### config.mk
export PLATFORM = sky130hd
export DESIGN_NAME = unix_to_dos_timestamp
export DESIGN_NICKNAME = d
export VERILOG_FILES = /design/src/hdl/u2dts_pkg.sv /design/src/hdl/unix_to_dos_timestamp.sv
export SDC_FILE = /design/constraint.sdc
export NUM_CORES = 2
export LEC_CHECK = 0
export BUFFER_PORTS_ARGS = -buffer_cell sky130_fd_sc_hd__buf_4
export CAP_MARGIN = 0
export CORE_UTILIZATION = 35
export DETAILED_ROUTE_END_ITERATION = 12
export PLACE_DENSITY_LB_ADDON = 0.25
export SKIP_CTS_REPAIR_TIMING = 1
export SLEW_MARGIN = 20
export SYNTH_ARGS = -nofsm -noshare
export SYNTH_HDL_FRONTEND = slang
export SYNTH_SLANG_ARGS = --single-unit
### constraint.sdc
create_clock -name clk -period 6.85 [get_ports clk]
set_clock_uncertainty 0.05 [all_clocks]
set_input_delay 0.685 -clock clk [delete_from_list [all_inputs] [get_ports clk]]
set_output_delay 0.685 -clock clk [all_outputs]
set_load 0.01 [all_outputs]
### src/hdl/u2dts_pkg.sv
// ----------------------------------------------------------------------------
// u2dts_pkg
// Constants and the month table shared by the UNIX to DOS timestamp converter.
// ----------------------------------------------------------------------------
package u2dts_pkg;

	// 1 Jan 1980 00:00:00 in UNIX seconds; also 3652 whole days of 86400 s.
	localparam logic [28:0] EPOCH_SECS = 29'd315532800;

	// The day split divides by 86400 = 128 * 675.
	localparam logic [9:0]  DAY_DIV    = 10'd675;
	// floor(2^33 / 675); the quotient it gives is low by at most one.
	localparam logic [23:0] DAY_RECIP  = 24'd12725829;

	// ceil(2^19 / 15), exact for 15-bit dividends (divides by 60 after >> 2).
	localparam logic [15:0] MIN_RECIP  = 16'd34953;
	// ceil(2^13 / 15), exact for 9-bit dividends.
	localparam logic [9:0]  HOUR_RECIP = 10'd547;
	// ceil(2^24 / 365), exact for 15-bit dividends.
	localparam logic [15:0] YEAR_RECIP = 16'd45965;

	localparam logic [8:0]  DAYS_YEAR  = 9'd365;
	localparam logic [8:0]  FEB29_DOY  = 9'd59;

	// Day of year at which each month of a common year starts.
	function automatic logic [8:0] month_start(input logic [3:0] idx);
		logic [8:0] res;
		case (idx)
			4'd0:    res = 9'd0;
			4'd1:    res = 9'd31;
			4'd2:    res = 9'd59;
			4'd3:    res = 9'd90;
			4'd4:    res = 9'd120;
			4'd5:    res = 9'd151;
			4'd6:    res = 9'd181;
			4'd7:    res = 9'd212;
			4'd8:    res = 9'd243;
			4'd9:    res = 9'd273;
			4'd10:   res = 9'd304;
			4'd11:   res = 9'd334;
			default: res = 9'd0;
		endcase
		return res;
	endfunction

endpackage

### src/hdl/unix_to_dos_timestamp.sv
// Throughput: one beat per cycle while m_axis_tready does not stall the output;
// nine register stages, each with its own valid bit, so a stall only holds
// stages that are occupied.
// Reset (arst_n low) clears all valid bits and sets the timezone offset to
// zero minutes west.
// ----------------------------------------------------------------------------
// unix_to_dos_timestamp
// Converts signed UNIX seconds to the packed FAT/DOS time and date words,
// after subtracting a timezone offset and clamping to 1 Jan 1980.
// ----------------------------------------------------------------------------
module unix_to_dos_timestamp (
	input  logic        clk,
	input  logic        arst_n,
	input  logic        cfg_wr_en,
	input  logic [10:0] cfg_wr_data,   // minutes_west, signed
	input  logic        s_axis_tvalid,
	output logic        s_axis_tready,
	input  logic [31:0] s_axis_tdata,  // [31:0] unix_seconds, signed
	output logic        m_axis_tvalid,
	input  logic        m_axis_tready,
	output logic [31:0] m_axis_tdata   // [15:0] dos_time, [31:16] dos_date
);
	import u2dts_pkg::*;

	// Epoch plus offset in seconds, precomputed at every configuration write.
	logic [28:0] base_q;
	logic [17:0] off_secs;
	logic [29:0] base_n;

	always_comb begin
		off_secs = ({{7{cfg_wr_data[10]}}, cfg_wr_data} << 6)
			- ({{7{cfg_wr_data[10]}}, cfg_wr_data} << 2);
		base_n = {1'b0, EPOCH_SECS} + {{12{off_secs[17]}}, off_secs};
	end

	always_ff @(posedge clk or negedge arst_n) begin
		if (!arst_n) begin
			base_q <= EPOCH_SECS;
		end else if (cfg_wr_en) begin
			base_q <= base_n[28:0];
		end
	end

	// Per-stage valid bits and advance signals.
	logic vld_s1, vld_s2, vld_s3, vld_s4, vld_s5, vld_s6, vld_s7, vld_s8, vld_s9;
	logic adv1, adv2, adv3, adv4, adv5, adv6, adv7, adv8, adv9;

	assign adv9 = !vld_s9 || m_axis_tready;
	assign adv8 = !vld_s8 || adv9;
	assign adv7 = !vld_s7 || adv8;
	assign adv6 = !vld_s6 || adv7;
	assign adv5 = !vld_s5 || adv6;
	assign adv4 = !vld_s4 || adv5;
	assign adv3 = !vld_s3 || adv4;
	assign adv2 = !vld_s2 || adv3;
	assign adv1 = !vld_s1 || adv2;

	assign s_axis_tready = adv1;

	always_ff @(posedge clk or negedge arst_n) begin
		if (!arst_n) begin
			vld_s1 <= 1'b0;
			vld_s2 <= 1'b0;
			vld_s3 <= 1'b0;
			vld_s4 <= 1'b0;
			vld_s5 <= 1'b0;
			vld_s6 <= 1'b0;
			vld_s7 <= 1'b0;
			vld_s8 <= 1'b0;
			vld_s9 <= 1'b0;
		end else begin
			if (adv1) vld_s1 <= s_axis_tvalid;
			if (adv2) vld_s2 <= vld_s1;
			if (adv3) vld_s3 <= vld_s2;
			if (adv4) vld_s4 <= vld_s3;
			if (adv5) vld_s5 <= vld_s4;
			if (adv6) vld_s6 <= vld_s5;
			if (adv7) vld_s7 <= vld_s6;
			if (adv8) vld_s8 <= vld_s7;
			if (adv9) vld_s9 <= vld_s8;
		end
	end

	// Stage 1: seconds since 1980 in local time, clamped at zero.
	logic [33:0] diff;
	logic [30:0] u_s1;

	assign diff = {{2{s_axis_tdata[31]}}, s_axis_tdata} - {5'd0, base_q};

	always_ff @(posedge clk) begin
		if (adv1) begin
			u_s1 <= diff[33] ? 31'd0 : diff[30:0];
		end
	end

	// Stage 2: estimate of (u >> 7) / 675, low by at most one.
	logic [47:0] dq_prod;
	logic [14:0] q0_s2;
	logic [23:0] v_s2;
	logic [6:0]  lo_s2;

	assign dq_prod = u_s1[30:7] * DAY_RECIP;

	always_ff @(posedge clk) begin
		if (adv2) begin
			q0_s2 <= dq_prod[47:33];
			v_s2  <= u_s1[30:7];
			lo_s2 <= u_s1[6:0];
		end
	end

	// Stage 3: remainder of the estimate, below twice the divisor.
	logic [24:0] qd_prod;
	logic [24:0] rem_full;
	logic [10:0] r_s3;
	logic [14:0] q0_s3;
	logic [6:0]  lo_s3;

	assign qd_prod  = q0_s2 * DAY_DIV;
	assign rem_full = {1'b0, v_s2} - qd_prod;

	always_ff @(posedge clk) begin
		if (adv3) begin
			r_s3  <= rem_full[10:0];
			q0_s3 <= q0_s2;
			lo_s3 <= lo_s2;
		end
	end

	// Stage 4: corrected day count and seconds of the day.
	logic        r_big;
	logic [10:0] r_fix;
	logic [14:0] day_s4;
	logic [16:0] sod_s4;

	assign r_big = r_s3 >= {1'b0, DAY_DIV};
	assign r_fix = r_big ? (r_s3 - {1'b0, DAY_DIV}) : r_s3;

	always_ff @(posedge clk) begin
		if (adv4) begin
			day_s4 <= r_big ? (q0_s3 + 15'd1) : q0_s3;
			sod_s4 <= {r_fix[9:0], lo_s3};
		end
	end

	// Stage 5: minutes of the day and a first year estimate.
	logic [30:0] mt_prod;
	logic [30:0] yr_prod;
	logic [10:0] mt_s5;
	logic [5:0]  yr0_s5;
	logic [16:0] sod_s5;
	logic [14:0] day_s5;

	assign mt_prod = sod_s4[16:2] * MIN_RECIP;
	assign yr_prod = day_s4 * YEAR_RECIP;

	always_ff @(posedge clk) begin
		if (adv5) begin
			mt_s5  <= mt_prod[29:19];
			yr0_s5 <= yr_prod[29:24];
			sod_s5 <= sod_s4;
			day_s5 <= day_s4;
		end
	end

	// Stage 6: seconds, hours, and the year after the leap-day correction.
	logic [18:0] hr_prod;
	logic [16:0] sec_full;
	logic [5:0]  yr1;
	logic [14:0] ybase0;
	logic [14:0] ybase1;
	logic        yr_high;
	logic [4:0]  hour_s6;
	logic [5:0]  sec_s6;
	logic [10:0] mt_s6;
	logic [5:0]  yr_s6;
	logic [14:0] ybase_s6;
	logic [14:0] day_s6;

	always_comb begin
		hr_prod  = mt_s5[10:2] * HOUR_RECIP;
		sec_full = sod_s5 - (17'(mt_s5) * 17'd60);
		yr1      = yr0_s5 - 6'd1;
		ybase0   = (15'(yr0_s5) * 15'(DAYS_YEAR)) + 15'((7'(yr0_s5) + 7'd3) >> 2);
		ybase1   = (15'(yr1) * 15'(DAYS_YEAR)) + 15'((7'(yr0_s5) + 7'd2) >> 2);
		yr_high  = ybase0 > day_s5;
	end

	always_ff @(posedge clk) begin
		if (adv6) begin
			hour_s6  <= hr_prod[17:13];
			sec_s6   <= sec_full[5:0];
			mt_s6    <= mt_s5;
			yr_s6    <= yr_high ? yr1 : yr0_s5;
			ybase_s6 <= yr_high ? ybase1 : ybase0;
			day_s6   <= day_s5;
		end
	end

	// Stage 7: minutes of the hour and day of the year.
	logic [10:0] min_full;
	logic [14:0] doy_full;
	logic [4:0]  hour_s7;
	logic [5:0]  min_s7;
	logic [5:0]  sec_s7;
	logic [5:0]  yr_s7;
	logic [8:0]  doy_s7;

	assign min_full = mt_s6 - (11'(hour_s6) * 11'd60);
	assign doy_full = day_s6 - ybase_s6;

	always_ff @(posedge clk) begin
		if (adv7) begin
			hour_s7 <= hour_s6;
			min_s7  <= min_full[5:0];
			sec_s7  <= sec_s6;
			yr_s7   <= yr_s6;
			doy_s7  <= doy_full[8:0];
		end
	end

	// Stage 8: fold a leap year onto the common-year table; Feb 29 is flagged.
	logic        leap;
	logic        feb29_s8;
	logic [8:0]  nl_s8;
	logic [5:0]  yr_s8;
	logic [15:0] time_s8;

	assign leap = yr_s7[1:0] == 2'd0;

	always_ff @(posedge clk) begin
		if (adv8) begin
			feb29_s8 <= leap && (doy_s7 == FEB29_DOY);
			nl_s8    <= (leap && (doy_s7 > FEB29_DOY)) ? (doy_s7 - 9'd1) : doy_s7;
			yr_s8    <= yr_s7;
			time_s8  <= {hour_s7, min_s7, sec_s7[5:1]};
		end
	end

	// Stage 9: month search and day of the month.
	logic [3:0]  mon;
	logic [8:0]  mday_full;
	logic [3:0]  mon_fin;
	logic [4:0]  mday_fin;
	logic [15:0] time_s9;
	logic [15:0] date_s9;

	always_comb begin
		mon = 4'd1;
		for (int i = 1; i < 12; i++) begin
			if (nl_s8 >= month_start(4'(i))) begin
				mon = 4'(i + 1);
			end
		end
		mday_full = nl_s8 - month_start(mon - 4'd1) + 9'd1;
		if (feb29_s8) begin
			mon_fin  = 4'd2;
			mday_fin = 5'd29;
		end else begin
			mon_fin  = mon;
			mday_fin = mday_full[4:0];
		end
	end

	always_ff @(posedge clk) begin
		if (adv9) begin
			time_s9 <= time_s8;
			date_s9 <= {1'b0, yr_s8, mon_fin, mday_fin};
		end
	end

	assign m_axis_tvalid = vld_s9;
	assign m_axis_tdata  = {date_s9, time_s9};

endmodule

# Word level (Yosys, flattened, before mapping)
# Memories as Yosys holds them, arrays and structs flattened.
# Cells that the tools add are included.
# totals
reg_bits	341
mem_bits_ro	144
n_memories	1
# mem_list
name	depth	width	rd	rd_clocked_by_memory_dff	write_ports	line_no	source
(name not given)	16	9	1	0	0	u2dts_pkg.sv:28	case (idx)
# op_classes
addsub	18
multipliers	9
order_cmp	14
eq_ne	1
mux	16
reduce_logical	21
# op_table
cell	n
$mul 15x16->30 const B	2
$mul 24x24->48 const B	1
$ge 9x8->1 const B	4
$sub 32x30->33	1
$add 29x29->29 const A	1
$ge 9x9->1 const B	3
$mux 4	5
$ge 9x7->1 const B	2
$mul 9x10->18 const B	1
$mux 9	2
$sub 17x13->18	1
$add 15x1->15 const B	1
$add 15x5->15	1
$gt 15x15->1	1
$mul 15x10->11 const B	1
$mul 6x9->15 const B	1
$mux 15	1
$add 6x2->7 const B	2
$mux 3	4
$sub 6x6->6	2
$ge 11x10->1 const B	1
$mul 11x4->4 const B	1
$sub 11x11->11	1
$mux 10	1
other kinds (20)	38

# Longest topological paths before layout
# An unclocked memory read counts as a cell.
# depth
ltp_word	16
mapped_depth	25
ltp_nobuf	24

# Worst setup path after synthesis
# No wires, ideal clock.
# synth_path
kind	register to register
from	register u_s1[14]
to	register q0_s2[14] (data pin)
arrival_time_ns	6.046
path_slack_ns	0.495
path_stages_with_launch	22
path_buffers	0
synth_period_minus_slack_ns	6.355
cell_sequence	edfxtp_1 fa_1 ha_1 inv_1 fa_1 fa_1 inv_1 fa_1 fa_1 inv_1 fa_1 inv_1 ha_1 a211oi_1 nand2_1 a2111oi_4 a311oi_1 o41ai_2 o21ai_2 a2111o_1 a31oi_2 xnor2_1
# synth_between
elab_chain_cells	1
# synth_lines
item	line_no	source
start, declared	unix_to_dos_timestamp.sv:86	logic [30:0] u_s1;
start signal, assigned	unix_to_dos_timestamp.sv:92	u_s1 <= diff[33] ? 31'd0 : diff[30:0];
$mul 24x24->48	unix_to_dos_timestamp.sv:102	assign dq_prod = u_s1[30:7] * DAY_RECIP;
named net dq_prod[47]	unix_to_dos_timestamp.sv:97	logic [47:0] dq_prod;
end signal, assigned	unix_to_dos_timestamp.sv:106	q0_s2 <= dq_prod[47:33];
end, declared	unix_to_dos_timestamp.sv:98	logic [14:0] q0_s2;
# The timed path passes the listed nets, and every way through them passes these cells.
# A chain may end at the register's enable or synchronous reset.

# Worst setup path in the final report
# layout_path
from	register u_s1[16]
to	register q0_s2[14] (data pin)
# The elaborated chain is that of the path after synthesis.

==> summary.txt <==
Final layout
  – Leading cell type in the layout, fill and taps excluded: ha_1
  – Layout area overhead: 11.9%
  – Diode count: 0
  – Most frequent cells in the layout: ha_1, inv_1, edfxtp_1
  – Nets: 4169
  – Fin util: about 40%
  – Ratio of cells with drive above 1 in the final layout: approximately 8.2%
  – Post-route cell area: 36900 um2

Die
  – Core region area: between 90000 and 100000 um2
  – I/O pin count: just over 80
  – Die Area: 95400 um2
  – Die width: between 300 and 400 um
  – Die Span Y: 309 um
  – Row Count: 112
  – Initial cell density of the core: 35.3%

Critical path
  – Reg2Reg Launch Point: u_s1[16]$_SDFFCE_PP0P_
  – Reg2reg setup slack: 320 ps
  – FF-to-FF path depth: 22
  – Crit path DAT: 6760 ps
  – Crit path launch type: flop
  – Crit Reg-Reg Endpoint: q0_s2[14]$_DFFE_PP_
  – Top fanout value on the critical path: 5
  – Crit end category: flop
  – Worst EP required: between 7000 and 8000 ps
  – Setup CP Type: flop to flop

Logic synthesis
  – Mapped Nets: roughly 4000
  – Yosys warns: 0
  – Yosys top cell by area: ha_1
  – Largest cells by area after synthesis: ha_1, edfxtp_1, fa_1, inv_1, xnor2_1
  – Yosys top cell area share: 27.5%
  – Ys async rst share: 8.64%
  – Syn avg cell area: 11.2 um2
  – Yosys cell types: 70
  – Post-Synthesis Cells: between 2000 and 3000
  – Post-synth EDFFs: 296
  – Register area share after synthesis: 29.1%
  – Top_reg_cell synth: edfxtp_1
  – Mapped Area: 32900 um2
  – FF+latch count, synth: 324

Route
  – Number of iterations in the first detailed-routing pass: 5
  – First DRT Iteration DRCs: 659
  – Wire per inst: 14.2 um
  – Routed vias: 20000
  – DR vias/cell: 4.56
  – Routed WL: 62.2 mm
  – Antenna viol nets, final: 0
  – Residual DRC: 0

GRT
  – Total global routing track utilization: between 10% and 20%
  – Largest net degree at the start of global routing: 34
  – Vias in the first global route: 20600
  – Initial antenna violation count: 1
  – Grt ovf: 0
  – Global-route wire length before repair: about 100 mm

Placed design
  – Placed Area: around 36000 um2
  – Count of input and output buffers: 79
  – GP Congestion: a little over 0.8
  – HPWL Detailed: ~53 mm

Clock network
  – CTS sink cnt: between 300 and 400
  – Clk_lat worst skew: 580 ps
  – CTS H-tree lvls: 2
  – Reg clk slew, reported paths: 60 ps
  – Root Buffer: clkbuf_16
  – CTS buffer count: 39
  – Clock Path Buffers: 3
  – CTS tree: yes

Timing
  – Final Hold Fails: 0
  – Setup TNS: 0 ps
  – Final Setup Violations: 0
  – Fmax: 153 MHz
  – Actual slew at the worst max-slew pin: 950 ps
  – Fin crit period: 6530 ps
  – Fin crit share: 95.3%
  – Slew headroom: 36.3%
  – RSZ-0062 raised after global routing: no
  – Slew Limit Fails: 0

Status
  – Status: finished, final reports clean

Min path
  – Min-delay worst type: input pin to async pin

Job
  – Maximum capacitance violations: 0
worst max-delay path, stage by stage (launching register included):
cell and delay (ps):
edfxtp_1 480, buf_4 180, fa_1 350, ha_1 280
inv_1 50, fa_1 500, fa_1 530, inv_1 50
fa_1 460, fa_1 540, inv_1 50, fa_1 520
inv_1 60, ha_4 160, a211oi_2 160, nand2_1 110
a2111oi_4 330, a311oi_2 220, o41ai_2 390, o21ai_2 100
a2111o_1 400, a31oi_2 160, xnor2_1 80
registers in the layout, summed over array words and instances (netlist names), 15 cells and up:
register / count
u_s1: 30
base_q: 19
sod_s4: 16
time_s8: 16
time_s9: 16
date_s9: 15
day_s4: 15
day_s5: 15
q0_s2: 15
q0_s3: 15
synth_stat cells (all sizes together), types with 4 or more instances:
cell type	number
a211o	4
a211oi	6
a21boi	11
a21o	43
a21oi	99
a311oi	4
a31oi	18
and2	7
and3	15
buf	4
clkbuf	13
dfrtp	21
dfstp	7
edfxtp	296
fa	289
ha	723
inv	630
mux2	12
mux2i	7
nand2	85
nand2b	32
nand3	31
nand4	17
nor2	101
nor2b	22
nor3	24
nor4	8
o2111ai	5
o211ai	12
o21a	19
o21ai	74
o21bai	13
o22ai	4
o31ai	11
o41ai	6
or2	14
or3	7
xnor2	128
xor2	62
worst max path at each step:
stage	startpoint	to	slack, ps
after global placement	u_s1[15]$_SDFFCE_PP0P_	q0_s2[14]$_DFFE_PP_	190
final	u_s1[16]$_SDFFCE_PP0P_	q0_s2[14]$_DFFE_PP_	320
after detailed placement	u_s1[15]$_SDFFCE_PP0P_	q0_s2[14]$_DFFE_PP_	140
after global routing	u_s1[16]$_SDFFCE_PP0P_	q0_s2[14]$_DFFE_PP_	20
after CTS	u_s1[15]$_SDFFCE_PP0P_	q0_s2[14]$_DFFE_PP_	30
after floorplan	u_s1[14]$_SDFFCE_PP0P_	q0_s2[14]$_DFFE_PP_	490
final cells by class:
type / instances / area (um2)
fillers: 9212 / 56500
well taps: 1254 / 1570
clock buffers: 52 / 1050
flip-flops and latches: 324 / 9600
multi-input cells: 1958 / 20900
clock inverters: 17 / 184
inverters: 630 / 2360
repair buffers: 156 / 1170
logic make-up after synthesis:
kind of cell               share of synthesized area, %
AOI/OAI and AO/OA                                  7.16
xor gates and xnor gates                           5.05
adders and majority gates                          45.0
buffers and inverters                              7.39
DFF                                                29.1
muxes                                             0.623
other                                            0.0114
and+or+nand+nor                                    5.60
metrics by stage:
step / hold WS, ps / setup WS, ps / std cells
floorplan: 339 / 495 / 2929
global placement: 350 / 187 / 4312
detailed placement: 355 / 136 / 4312
CTS: -22.0 / 34.1 / 4381
global route: 5.69 / 16.5 / 4391
finish: 9.82 / 320 / 4391
per-layer routing:
layer,global-route usage (%),up-vias,part of all wire (%)
met2,23.9,175,49
met5,0,-,0
li1,-,10300,-
met4,2.73,0,1.4
met1,17.9,9550,47
met3,1.58,51,2.3
Power is left out: the tool's default activity adds up to more than one toggle a clock period on the data nets, which glitch-free logic cannot reach.
